--- config.mk ---
export PLATFORM = sky130hd
export DESIGN_NAME = ones_complement_checksum_engine
export DESIGN_NICKNAME = d
export VERILOG_FILES = /design/src/sv/csum_pkg.sv /design/src/sv/csum_alu.sv /design/src/sv/ones_complement_checksum_engine.sv
export SDC_FILE = /design/constraint.sdc
export NUM_CORES = 1
export LEC_CHECK = 0
export ABC_AREA = 1
export BUFFER_PORTS_ARGS = -buffer_cell sky130_fd_sc_hd__buf_2
export CAP_MARGIN = 0
export CORE_ASPECT_RATIO = 0.7
export CORE_MARGIN = 2
export CORE_UTILIZATION = 45
export DETAILED_ROUTE_END_ITERATION = 16
export GPL_ROUTABILITY_DRIVEN = 0
export GPL_TIMING_DRIVEN = 1
export PLACE_DENSITY_LB_ADDON = 0.2
export SYNTH_ARGS = -nofsm -noshare
export SYNTH_HDL_FRONTEND = slang
export SYNTH_SLANG_ARGS = --single-unit
export TNS_END_PERCENT = 10
--- constraint.sdc ---
create_clock -name clock -period 3.7 [get_ports clock]
set_input_delay 0 -clock clock [delete_from_list [all_inputs] [get_ports clock]]
set_output_delay 0 -clock clock [all_outputs]
set_load 0.02 [all_outputs]
--- src/sv/csum_pkg.sv ---
`default_nettype none
// ----------------------------------------------------------------------------
// Checksum engine package
// Request types, operation codes and widths shared by the checksum modules.
// ----------------------------------------------------------------------------
package csum_pkg;

   localparam int unsigned WORD_W = 16;
   localparam int unsigned BYTE_W = 8;

   typedef enum logic [1:0] {
      MODE_ADD  = 2'd0,
      MODE_SUB  = 2'd1,
      MODE_SEED = 2'd2
   } mode_type;

   typedef logic [WORD_W-1:0] word_type;

   typedef struct packed {
      mode_type mode;
      word_type data_word;
      logic     single_byte;
      logic     last;
   } req_type;

endpackage : csum_pkg
`default_nettype wire

--- src/sv/csum_alu.sv ---
`default_nettype none
// ----------------------------------------------------------------------------
// Checksum update unit
// Ones-complement add with end-around carry, incremental subtract and seed
// load of the running sum for one request.
// ----------------------------------------------------------------------------
module csum_alu (
   input  var csum_pkg::req_type  req,
   input  var csum_pkg::word_type sum,
   output var csum_pkg::word_type next_sum
);
   import csum_pkg::*;

   word_type        operand;
   logic [WORD_W:0] add_full;
   logic [WORD_W:0] sub_full;
   word_type        add_res;
   word_type        sub_res;
   logic            sub_gt;

   // lone trailing byte: second byte is zero
   assign operand  = req.single_byte ? {{(WORD_W-BYTE_W){1'b0}}, req.data_word[BYTE_W-1:0]}
                                     : req.data_word;
   assign add_full = {1'b0, sum} + {1'b0, operand};
   assign add_res  = add_full[WORD_W] ? (add_full[WORD_W-1:0] + word_type'(1))
                                      : add_full[WORD_W-1:0];
   assign sub_full = {1'b0, sum} - {1'b0, operand};
   assign sub_gt   = !sub_full[WORD_W] && (sub_full[WORD_W-1:0] != '0);
   // zero or negative difference takes one more off
   assign sub_res  = sub_gt ? sub_full[WORD_W-1:0]
                            : (sub_full[WORD_W-1:0] - word_type'(1));

   always_comb begin
      case (req.mode)
         MODE_ADD:  next_sum = add_res;
         MODE_SUB:  next_sum = sub_res;
         MODE_SEED: next_sum = ~req.data_word;
         default:   next_sum = sum;
      endcase
   end

endmodule : csum_alu
`default_nettype wire

--- src/sv/ones_complement_checksum_engine.sv ---
`default_nettype none
// ----------------------------------------------------------------------------
// Ones-complement checksum engine
// Streaming 16-bit Internet checksum with add, subtract and seed requests.
// ----------------------------------------------------------------------------
// One request is accepted every cycle while no tlast request is stalled. A
// request passes an input register, then the accumulator update (a 17-bit
// add or subtract plus a one-step correction, all combinational), and a
// request with tlast loads the checksum into the result register.
// The result register holds a waiting checksum while further requests keep
// flowing; only a tlast request stalls, and only while the previous result
// is still held. The accumulator returns to zero after each tlast request.
module ones_complement_checksum_engine (
   input  var logic                clock,
   input  var logic                reset,
   // request channel
   input  var logic                req_tvalid,
   output var logic                req_tready,
   input  var logic [15:0]         req_tdata,   // [15:0] data_word
   input  var logic [2:0]          req_tuser,   // [1:0] mode, [2] single_byte
   input  var logic                req_tlast,
   // result channel
   output var logic                rsp_tvalid,
   input  var logic                rsp_tready,
   output var logic [15:0]         rsp_tdata,   // [15:0] checksum
   // configuration: complement_result
   input  var logic                csr_valid,
   output var logic                csr_ready,
   input  var logic                csr_wdata
);
   import csum_pkg::*;

   req_type  in_req_ff,   in_req_in;
   logic     in_valid_ff, in_valid_in;
   word_type sum_ff,      sum_in;
   logic     rsp_valid_ff, rsp_valid_in;
   word_type rsp_data_ff,  rsp_data_in;
   logic     cmpl_ff,      cmpl_in;
   word_type next_sum;
   req_type  req_word;
   logic     core_fire;

   assign req_word.mode        = mode_type'(req_tuser[1:0]);
   assign req_word.data_word   = req_tdata;
   assign req_word.single_byte = req_tuser[2];
   assign req_word.last        = req_tlast;

   // non-last requests never need the result register
   assign core_fire  = in_valid_ff && (!in_req_ff.last || !rsp_valid_ff || rsp_tready);
   assign req_tready = !in_valid_ff || core_fire;
   assign csr_ready  = 1'b1;
   assign rsp_tvalid = rsp_valid_ff;
   assign rsp_tdata  = rsp_data_ff;

   csum_alu u_alu (
      .req      (in_req_ff),
      .sum      (sum_ff),
      .next_sum (next_sum)
   );

   always_comb begin
      in_valid_in  = in_valid_ff;
      in_req_in    = in_req_ff;
      sum_in       = sum_ff;
      rsp_valid_in = rsp_valid_ff;
      rsp_data_in  = rsp_data_ff;
      cmpl_in      = cmpl_ff;
      if (req_tready) begin
         in_valid_in = req_tvalid;
         in_req_in   = req_word;
      end
      if (rsp_tready) begin
         rsp_valid_in = 1'b0;
      end
      if (core_fire) begin
         sum_in = in_req_ff.last ? '0 : next_sum;
         if (in_req_ff.last) begin
            rsp_valid_in = 1'b1;
            rsp_data_in  = cmpl_ff ? ~next_sum : next_sum;
         end
      end
      if (csr_valid && csr_ready) begin
         cmpl_in = csr_wdata;
      end
   end

   always_ff @(posedge clock) begin
      if (reset) begin
         in_valid_ff  <= 1'b0;
         sum_ff       <= '0;
         rsp_valid_ff <= 1'b0;
         cmpl_ff      <= 1'b1;
      end else begin
         in_valid_ff  <= in_valid_in;
         sum_ff       <= sum_in;
         rsp_valid_ff <= rsp_valid_in;
         cmpl_ff      <= cmpl_in;
      end
   end

   always_ff @(posedge clock) begin
      in_req_ff   <= in_req_in;
      rsp_data_ff <= rsp_data_in;
   end

   a_sum_clear: assert property (@(posedge clock) disable iff (reset)
      core_fire && in_req_ff.last |=> sum_ff == '0)
      else $error("accumulator not cleared after run end");

   a_rsp_load: assert property (@(posedge clock) disable iff (reset)
      core_fire && in_req_ff.last |=> rsp_valid_ff)
      else $error("run end did not produce a result");

   a_sum_hold: assert property (@(posedge clock) disable iff (reset)
      !core_fire |=> $stable(sum_ff))
      else $error("accumulator changed without a request");

   a_no_overwrite: assert property (@(posedge clock) disable iff (reset)
      rsp_valid_ff && !rsp_tready |-> !(core_fire && in_req_ff.last))
      else $error("held result overwritten");

   a_ready_empty: assert property (@(posedge clock) disable iff (reset)
      !in_valid_ff |-> req_tready)
      else $error("input register empty but request not taken");

endmodule : ones_complement_checksum_engine
`default_nettype wire
Word-level counts from Yosys, hierarchy flattened
Cells that the tools add are included.
{"block": "word_totals", "regBits": 55, "latch_bits": 0, "ram_bits": 0, "mem_bits_ro": 0, "inputBits": 26, "output_inout_bits": 19, "wordCells": 38, "mem_count": 0}
{"block": "classes", "addsub": 4, "n_mul": 0, "div_mod_pow": 0, "n_lt_le_gt_ge": 0, "n_eq_ne": 2, "shift": 0, "mux": 9, "bitwise_logic": 2, "n_reduce_logical": 12}
{"op": "16-bit two-way mux", "n": 5}
{"op": "16-bit case mux with 3 select lines", "n": 1}
{"op": "16-bit inverter", "n": 2}
{"op": "16-bit by 16-bit adder with 17-bit output", "n": 1}
{"op": "16-bit by 16-bit subtractor with 17-bit output", "n": 1}
{"op": "16-bit by 1-bit adder with 16-bit output (second input constant)", "n": 1}
{"op": "16-bit nonzero test", "n": 1}
{"op": "16-bit by 1-bit subtractor with 16-bit output (second input constant)", "n": 1}
{"op": "1-bit zero test", "n": 4}
{"op": "1-bit logical OR", "n": 3}
{"op": "1-bit two-way mux", "n": 3}
{"op": "2-bit by 1-bit == test with 1-bit output (second input constant)", "n": 1}
{"op": "2-bit == test (second input constant)", "n": 1}
{"op": "1-bit logical AND", "n": 2}
{"op": "2-bit zero test", "n": 1}
{"op": "2-bit AND reduction", "n": 1}

Logic depth before layout (Yosys ltp)
Gate-level depths: netlist (run 1).
{"block": "depth", "ltp_word": 8, "depth_mapped": 24, "mapped_depth_nobuf": 23}

Cells and area by module
Synthesis (run 1) repeated with hierarchy kept, for this count alone.
{"block": "hier_totals", "hier_cells": 886, "area_unflattened_um2": 5646.7}
{"module": "csum_alu", "n_inst": 1, "cells_per_inst": 741, "area_each_um2": 3626.0, "seq_area_each_um2": 0.0}
{"module": "ones_complement_checksum_engine", "n_inst": 1, "cells_per_inst": 145, "area_each_um2": 2020.7, "seq_area_each_um2": 1461.4}

Worst setup path after synthesis (run 1)
OpenSTA, ideal clock, no wires.
{"block": "synth_timing", "kind": "flip-flop to flip-flop", "from": "register in_req_ff[1] (netlist name)", "to": "register rsp_data_ff[4] (netlist: rsp_tdata[4]), data pin", "arrival_time_ps": 2523, "t_required_ps": 3439, "path_slack_ps": 915, "stages_incl_launch_ff": 23, "path_buffers": 2, "period_less_slack_ps": 2785, "path_cell_list": "edfxtp_1 nor2_1 inv_1 ha_1 buf_2 nand2_1 nor3_1 and2_1 nand2_1 nand2_1 nand2_1 nand2_1 nand2_2 nor2_4 nand3_4 nand2_4 buf_8 nand2_1 nand2_1 nand3_1 nand2_1 nand2_1 xor2_1"}
{"block": "synth_between", "elab_chain_cells": 8, "elab_cells_between_ends": 11, "classes_between": "2 x add/sub; 5 x mux; 1 x bitwise; 3 x reduce/logical"}
{"element": "start: declaration", "line": "ones_complement_checksum_engine.sv:33", "text": "req_type in_req_ff, in_req_in;"}
{"element": "start signal: assignment", "line": "ones_complement_checksum_engine.sv:102", "text": "in_req_ff <= in_req_in;"}
{"element": "16-bit two-way mux *", "line": "csum_alu.sv:22", "text": "assign operand = req.single_byte ? {{(WORD_W-BYTE_W){1'b0}}, req.data_word[BYTE_W-1:0]}"}
{"element": "16-bit by 16-bit subtractor with 17-bit output", "line": "csum_alu.sv:27", "text": "assign sub_full = {1'b0, sum} - {1'b0, operand};"}
{"element": "16-bit nonzero test / 1-bit zero test (equally long branches)", "line": "csum_alu.sv:28", "text": "assign sub_gt = !sub_full[WORD_W] && (sub_full[WORD_W-1:0] != '0);"}
{"element": "1-bit logical AND", "line": "csum_alu.sv:28"}
{"element": "16-bit two-way mux", "line": "csum_alu.sv:30", "text": "assign sub_res = sub_gt ? sub_full[WORD_W-1:0]"}
{"element": "16-bit case mux with 3 select lines *", "line": "csum_alu.sv:34", "text": "case (req.mode)"}
{"element": "16-bit inverter", "line": "ones_complement_checksum_engine.sv:79", "text": "rsp_data_in = cmpl_ff ? ~next_sum : next_sum;"}
{"element": "16-bit two-way mux *", "line": "ones_complement_checksum_engine.sv:79"}
{"element": "end signal: assignment", "line": "ones_complement_checksum_engine.sv:103", "text": "rsp_data_ff <= rsp_data_in;"}
{"element": "end: declaration", "line": "ones_complement_checksum_engine.sv:37", "text": "word_type rsp_data_ff, rsp_data_in;"}
Every way passes the cells marked *; elsewhere a longest branch is shown, timed or not.
A chain may end at the register's enable or synchronous reset.

Worst setup path after layout (run 1)
{"block": "layout_timing", "from": "register in_req_ff[1] (netlist name)", "to": "register rsp_data_ff[13] (netlist: rsp_tdata[13]), data pin"}
{"block": "layout_between", "elab_chain_cells": 8, "elab_cells_between_ends": 13, "classes_between": "4 x add/sub; 5 x mux; 1 x bitwise; 3 x reduce/logical"}
{"element": "16-bit two-way mux *", "line": "csum_alu.sv:22"}
{"element": "parallel branches: the longest is 4 deep, another holds 16-bit by 16-bit subtractor with 17-bit output"}
{"element": "16-bit case mux with 3 select lines *", "line": "csum_alu.sv:34"}
{"element": "16-bit inverter", "line": "ones_complement_checksum_engine.sv:79"}
{"element": "16-bit two-way mux *", "line": "ones_complement_checksum_engine.sv:79"}
Every way passes the cells marked *.

==> results of run 1 <==
registers in the layout, indices dropped and copies added (netlist names):
register / count
in_req_ff: 20
rsp_tdata: 16
sum_ff: 16
cmpl_ff: 1
in_valid_ff: 1
rsp_tvalid: 1
path summary, 6_finish.rpt:
| check | startpoint | to | slack (ns) | depth (start not counted) |
|---|---|---|---|---|
| setup reg to reg | in_req_ff[1] | rsp_tdata[13] | 0.21 | 18 |
| setup / recovery | in_req_ff[1] | rsp_tdata[13] | 0.21 | 18 |
| hold / removal | rsp_tready | rsp_tvalid | 0.04 | 4 |
| hold reg to reg | sum_ff[0] | sum_ff[0] | 0.50 | 2 |
kinds of logic (layout without fill, tap and decap cells):
kind of cell	count (synthesis)	count (layout)	share of synthesized area
adders and majority gates	39	39	0.0865
AOI/OAI and AO/OA	93	93	0.0900
and+or+nand+nor	524	524	0.414
xor gates and xnor gates	28	28	0.0435
buffers and inverters	160	221	0.114
DFF	55	55	0.251
other	1	1	0.000645
layout by cell type, fill, tap and decap left out, types with 25 or more instances in the layout:
cell type	n
a21oi_1	43
buf_2	43
edfxtp_1	36
ha_1	34
inv_1	120
nand2_1	268
nand3_1	96
nor2_1	60
o21ai_0	26
xor2_1	25
per-layer routing:
metal,wire [um],part of all wire
met5,0,0
met4,383,0.021
met3,1610,0.090
met2,6950,0.39
met1,8880,0.50
per-stage QoR:
step	total power, mW	worst slack (ns)
after global placement	1.35	0.299
after CTS	1.86	0.197
after global routing	1.98	-0.0127
after floorplan	1.20	0.915
final	1.87	0.207
after detailed placement	1.35	0.236
area by class of cell:
class / count / area (um2)
Timing Repair Buffer: 78 / 536
Inverter: 135 / 507
Fill cell: 1281 / 5940
Tap cell: 162 / 203
Clock buffer: 5 / 125
Multi-Input combinational cell: 685 / 3710
Clock inverter: 3 / 26.3
Sequential cell: 55 / 1460
worst register-to-register path, delay by kind of cell, from the launching register on:
kind | cells | cell delay, ns
compound gates | 2 | 0.27
xor+xnor | 1 | 0.14
fa+ha+maj | 1 | 0.42
buf+inv | 3 | 0.33
flops | 1 | 0.46
simple gates | 11 | 1.62
power by group:
group	switching [mW]	internal, mW	total [mW]	leakage (nW)
clock network	0.234	0.259	0.493	0.0767
registers	0.0266	0.692	0.719	0.512
logic	0.435	0.220	0.655	2.68
total	0.695	1.17	1.87	3.27
what timing repair did:
| item | 4_1_cts | 5_1_grt |
|---|---|---|
| setup endpoints to repair | 0 | 14 |
| hold buffers | 23 | 0 |
| resized for setup | 0 | 6 |
| endpoints found under the hold margin | 22 | 0 |
==> results.md, run 1 <==
- Seq cells post-synth: 55
- Syn_area_per_cell: roughly 6.5 um2
- Die area: about 14,000 um2
- # placed instances: ~1,100
- Slew Limit Fails: 0
- FMAX: 0.286 GHz
- DR pass1 iterations: 6
- CP startpoint kind: register
- Outcome: finished clean
- Largest net degree at the start of global routing: 26
- Remaining global-route overflow: 0
- Port buffer count: 43
- Max incr delay on CP: 0.46 ns
- CP Data Arrival Time: between 3 and 4 ns
- Routed vias/inst: roughly 5.3
- Die Height: approximately 99 um
- Final setup vio count: 0
- DRC: 0
- GR Util met1: 0.418
- H-tree depth: 2
- Top FF cell, synth: edfxtp_1
- Grt met3 use: 0.0414
- Post-synth EDFFs: 36
- Clk slew on worst S/H paths: approximately 0.080 ns
- Util after Layout: 0.525
- Mapped Cells: 900
- Final net count: ~1,000
- Cell with the most instances after synthesis: nand2_1
- Routed vias: about 5,900
- Leading area contributor after synthesis: edfxtp_1
- CP most frequent cell: nand2_1
- Layout Skew: around 0.0085 ns
- Yosys top cell area share: 0.186
- Antenna-violating nets left: 0
- Static leakage: 3.27 nW
- Max-capacitance violation count: 0
- Chip width: 140 um
- Synth unique cells: between 40 and 50
- Drt first-iter violations: 599
- Drt wl/cell: between 15 and 20 um
- Final WL: ~18,000 um
- Fin cells: around 1,100
- Rows: 34
- RSZ-0062 raised after global routing: yes
- Io pins: 45
- Pwr dens: between 200 and 300 nW/um2
- Critical path, cell by cell: inv_1 > nand2_1 > ha_1 > nor2_1 > inv_1 > nor2_1 > nand4_1 > nand3_1 > nand2_1 > nand2_1 > nor2_1 > nand3_2 > clkinv_1 > a21oi_1 > a21oi_1 > nand2_1 > nand2_1 > xor2_1
- Synth warn: 0
- DP HPWL: 14,500 um
- Final Hold Viols: 0
- Final period util: 0.944
- GR Util All Layers: 0.262
- Register area share after synthesis: 0.251
- Post-route cell area: 6570 um2
- Busiest grt layer: met1
- Hold WS: approximately 0.04 ns
- Met2 usage: 0.366
- Area Overhead vs Synth: 13.0%
- CTS tree: done
- WS Path Type: register to register
- Setup TNS: 0 ns
- Core area: about 13,000 um2
- Layout cell share with drive strength beyond 1: 0.154
- Ys async rst share: 0
- Worst-case clock buffer depth: 2
- Sink Count: 55
- Synth Net Count: approximately 970
- Max Fanout on Critical Path: 10
- Final min period: 3.49 ns
- CTS buffer count: 5
- Root cell of the clock tree: clkbuf_16
- Total inserted antenna cells: 0
- Headroom to the max-slew limit: 0.186
- First-pass GRT wire length: about 28,000 um
- Setup bufs post-CTS: 0
- Worst path bufs/invs: 3
- Crit end category: register
- Most frequent cells after synthesis: 268 x nand2_1, 120 x inv_1, 96 x nand3_1, 61 x nor2_1, 43 x a21oi_1
- Peak VDD IR: around 0.31 mV
- Clock Latency Late Sink: about 0.30 ns
- Max stage delay cell, worst path: edfxtp_1
- Vias in the first global route: between 5,000 and 6,000
- Largest cells by area after synthesis: edfxtp_1 19%, nand2_1 17%, nand3_1 8.3%, ha_1 8.0%, inv_1 7.7%
- Worst-Margin Slew: 1.22 ns
- Largest delay share family, worst path: simple AND/OR/NAND/NOR gates
- Initial cell density of the core: 0.465
- Initial antenna violation count: 0
- Required time of the worst setup path: ~3.7 ns
- Mapped Area: ~5800 um2
- DP Area: 6160 um2
- Hold Path Class: input pin to register
(Power assumes the default switching activity.)
==> run 2, diff against run 1 <==
--- a/config.mk
+++ b/config.mk
@@ -10,7 +10,7 @@
 export CAP_MARGIN = 0
 export CORE_ASPECT_RATIO = 0.7
 export CORE_MARGIN = 2
-export CORE_UTILIZATION = 45
+export CORE_UTILIZATION = 55
 export DETAILED_ROUTE_END_ITERATION = 16
 export GPL_ROUTABILITY_DRIVEN = 0
 export GPL_TIMING_DRIVEN = 1
==> results.md, run 2 (synthesis gave the netlist of run 1 again) <==
- Outcome: finished clean
- Required time of the worst setup path: 3.74 ns (about the same)
- Largest net degree at the start of global routing: 26 (unchanged)
- Max reg flops: 20 (unchanged)
- Initial cell density of the core: 0.563 (+0.0986)
- Io pins: 45 (unchanged)
- Setup TNS: 0 ns (unchanged)
- CP Data Arrival Time: 3.55 ns (+0.02 ns)
- Max-capacitance violation count: 0 (unchanged)
- Routed vias/inst: 5.54 (+5.3%)
- Hold Path Class: input pin to register
- Final min period: 3.51 ns (+0.0156 ns)
- Final period util: 0.948 (+0.00421)
- Chip width: 127 um (-9.3%)
- Area Overhead vs Synth: 12.0%
- Antenna-violating nets left: 0 (unchanged)
- Headroom to the max-slew limit: 0.162 (-0.0238)
- GR Util All Layers: 0.311 (+0.0488)
- Layout cell share with drive strength beyond 1: 0.150 (-0.00369)
- Worst-case clock buffer depth: 2 (unchanged)
- Peak VDD IR: 0.231 mV (-26%)
- Die Height: 90.0 um (-9.2%)
- CTS tree: done
- DP HPWL: 13,900 um (-4.0%)
- Layout Skew: 0.00918 ns (+0.000722 ns)
- Sink Count: 55 (unchanged)
- Max Fanout on Critical Path: 24 (+14)
- Most frequent cells in the layout: 268 x nand2_1, 120 x inv_1, 96 x nand3_1
- Tot Pwr: 1.87 mW (about the same)
- Hold path startpoint: rsp_tready
- Worst-Margin Slew: 1.25 ns (+0.0355 ns)
- WS Path Type: register to register
- Static leakage: 3.26 nW (-0.43%)
- Util after Layout: 0.631 (+0.106)
- FF-to-FF Start: in_req_ff[1]
- Routed vias: 6,044 (+2.2%)
- Die area: 11,400 um2 (-18%)
- Worst setup path startpoint: in_req_ff[1]
- DR pass1 iterations: 5 (-1)
- FMAX: 0.285 GHz (-0.44%)
- Reg with most FFs: in_req_ff
- Drt first-iter violations: 803 (+34%)
- Root cell of the clock tree: clkbuf_16
- Clk slew on worst S/H paths: 0.08 ns (about the same)
- Reg area: 1460 um2 (unchanged)
- Slew Limit Fails: 0 (unchanged)
- Final Hold Viols: 0 (unchanged)
- First-pass GRT wire length: 28,200 um (-1.1%)
- Clock Latency Late Sink: 0.30 ns (about the same)
- Commonest non-fill, non-tap cell in the layout: nand2_1
- Crit end category: register
- RSZ-0062 raised after global routing: no
- Vias in the first global route: 5,534 (+4.0%)
- Drt wl/cell: 16.0 um (+1.1%)
- CP startpoint kind: register
- Rows: 31 (-8.8%)
- # fillers: 978 (-24%)
- Fin cells: 1,090 (-2.9%)
- H-tree depth: 2 (unchanged)
- Pwr dens: 287 nW/um2 (+0.90%)
- CTS buffer count: 5 (unchanged)
- Initial antenna violation count: 0 (unchanged)
- # placed instances: 1,059 (-3.0%)
- Total inserted antenna cells: 0 (unchanged)
- Area taken by multi-input logic gates: 3700 um2 (-0.20%)
- Core area: 10,300 um2 (-18%)
- DRC: 0 (unchanged)
- Remaining global-route overflow: 0 (unchanged)
- Final net count: 1,022 (-0.29%)
- Port buffer count: 43 (unchanged)
- Final WL: 17,500 um (-1.9%)
- Final setup vio count: 0 (unchanged)
-- run 2: repair_timing --
item,in CTS,in global routing
endpoints found under the setup margin,0,26
resized for setup,0,4
hold buffers,23,0
endpoints found under the hold margin,22,0
buffers inserted,0,0
-- run 2: final cells by class --
type	instances	area share
Timing Repair Buffer	75	0.0788
Sequential cell	55	0.224
Multi-Input combinational cell	685	0.569
Tap cell	132	0.0254
Inverter	135	0.0778
Clock buffer	5	0.0192
Clock inverter	3	0.00519
-- run 2: worst paths after layout --
check,to,slack [ns],cells past startpoint
worst min-delay path,rsp_tvalid,0.04,4
worst min register to register,sum_ff[0],0.50,2
worst max register to register,rsp_tdata[9],0.19,19
worst max-delay path,rsp_tdata[9],0.19,19
-- run 2: critical path, stage by stage, from the launching register on --
cell and delay (ns):
edfxtp_1 0.46, nor2_1 0.19, inv_1 0.06, ha_1 0.47
nand2_1 0.16, nor2_1 0.31, nand3_1 0.18, nand3_1 0.10
nand2_1 0.06, nand2_2 0.12, nand2_2 0.10, nor2_4 0.14
nand3_4 0.13, nand2_8 0.17, inv_2 0.11, nand2_1 0.08
nand3_1 0.07, nand2_1 0.10, nand2_1 0.08, xor2_1 0.14
-- run 2: metal layers --
metal,part of all wire,GRT usage,up-vias,wire length [um]
met5,0,0,-,0
met4,0.032,0.0934,0,558
met3,0.11,0.0774,40,1860
met2,0.40,0.434,324,6910
met1,0.47,0.469,2690,8160
li1,-,-,2990,-
-- run 2: report_power, final --
group | total, mW | switching, mW | internal, mW
clock network | 0.494 | 0.233 | 0.261
logic | 0.652 | 0.436 | 0.217
registers | 0.719 | 0.0273 | 0.692
-- run 2: through the flow --
stage               worst slack [ns]  instance area [um2]  hold WS [ns]
floorplan                      0.915                 5810        0.0989
global placement               0.176                 6100         0.177
detailed placement             0.179                 6100         0.178
CTS                            0.144                 6490        0.0528
global route                0.000636                 6510        0.0634
finish                         0.192                 6510        0.0384
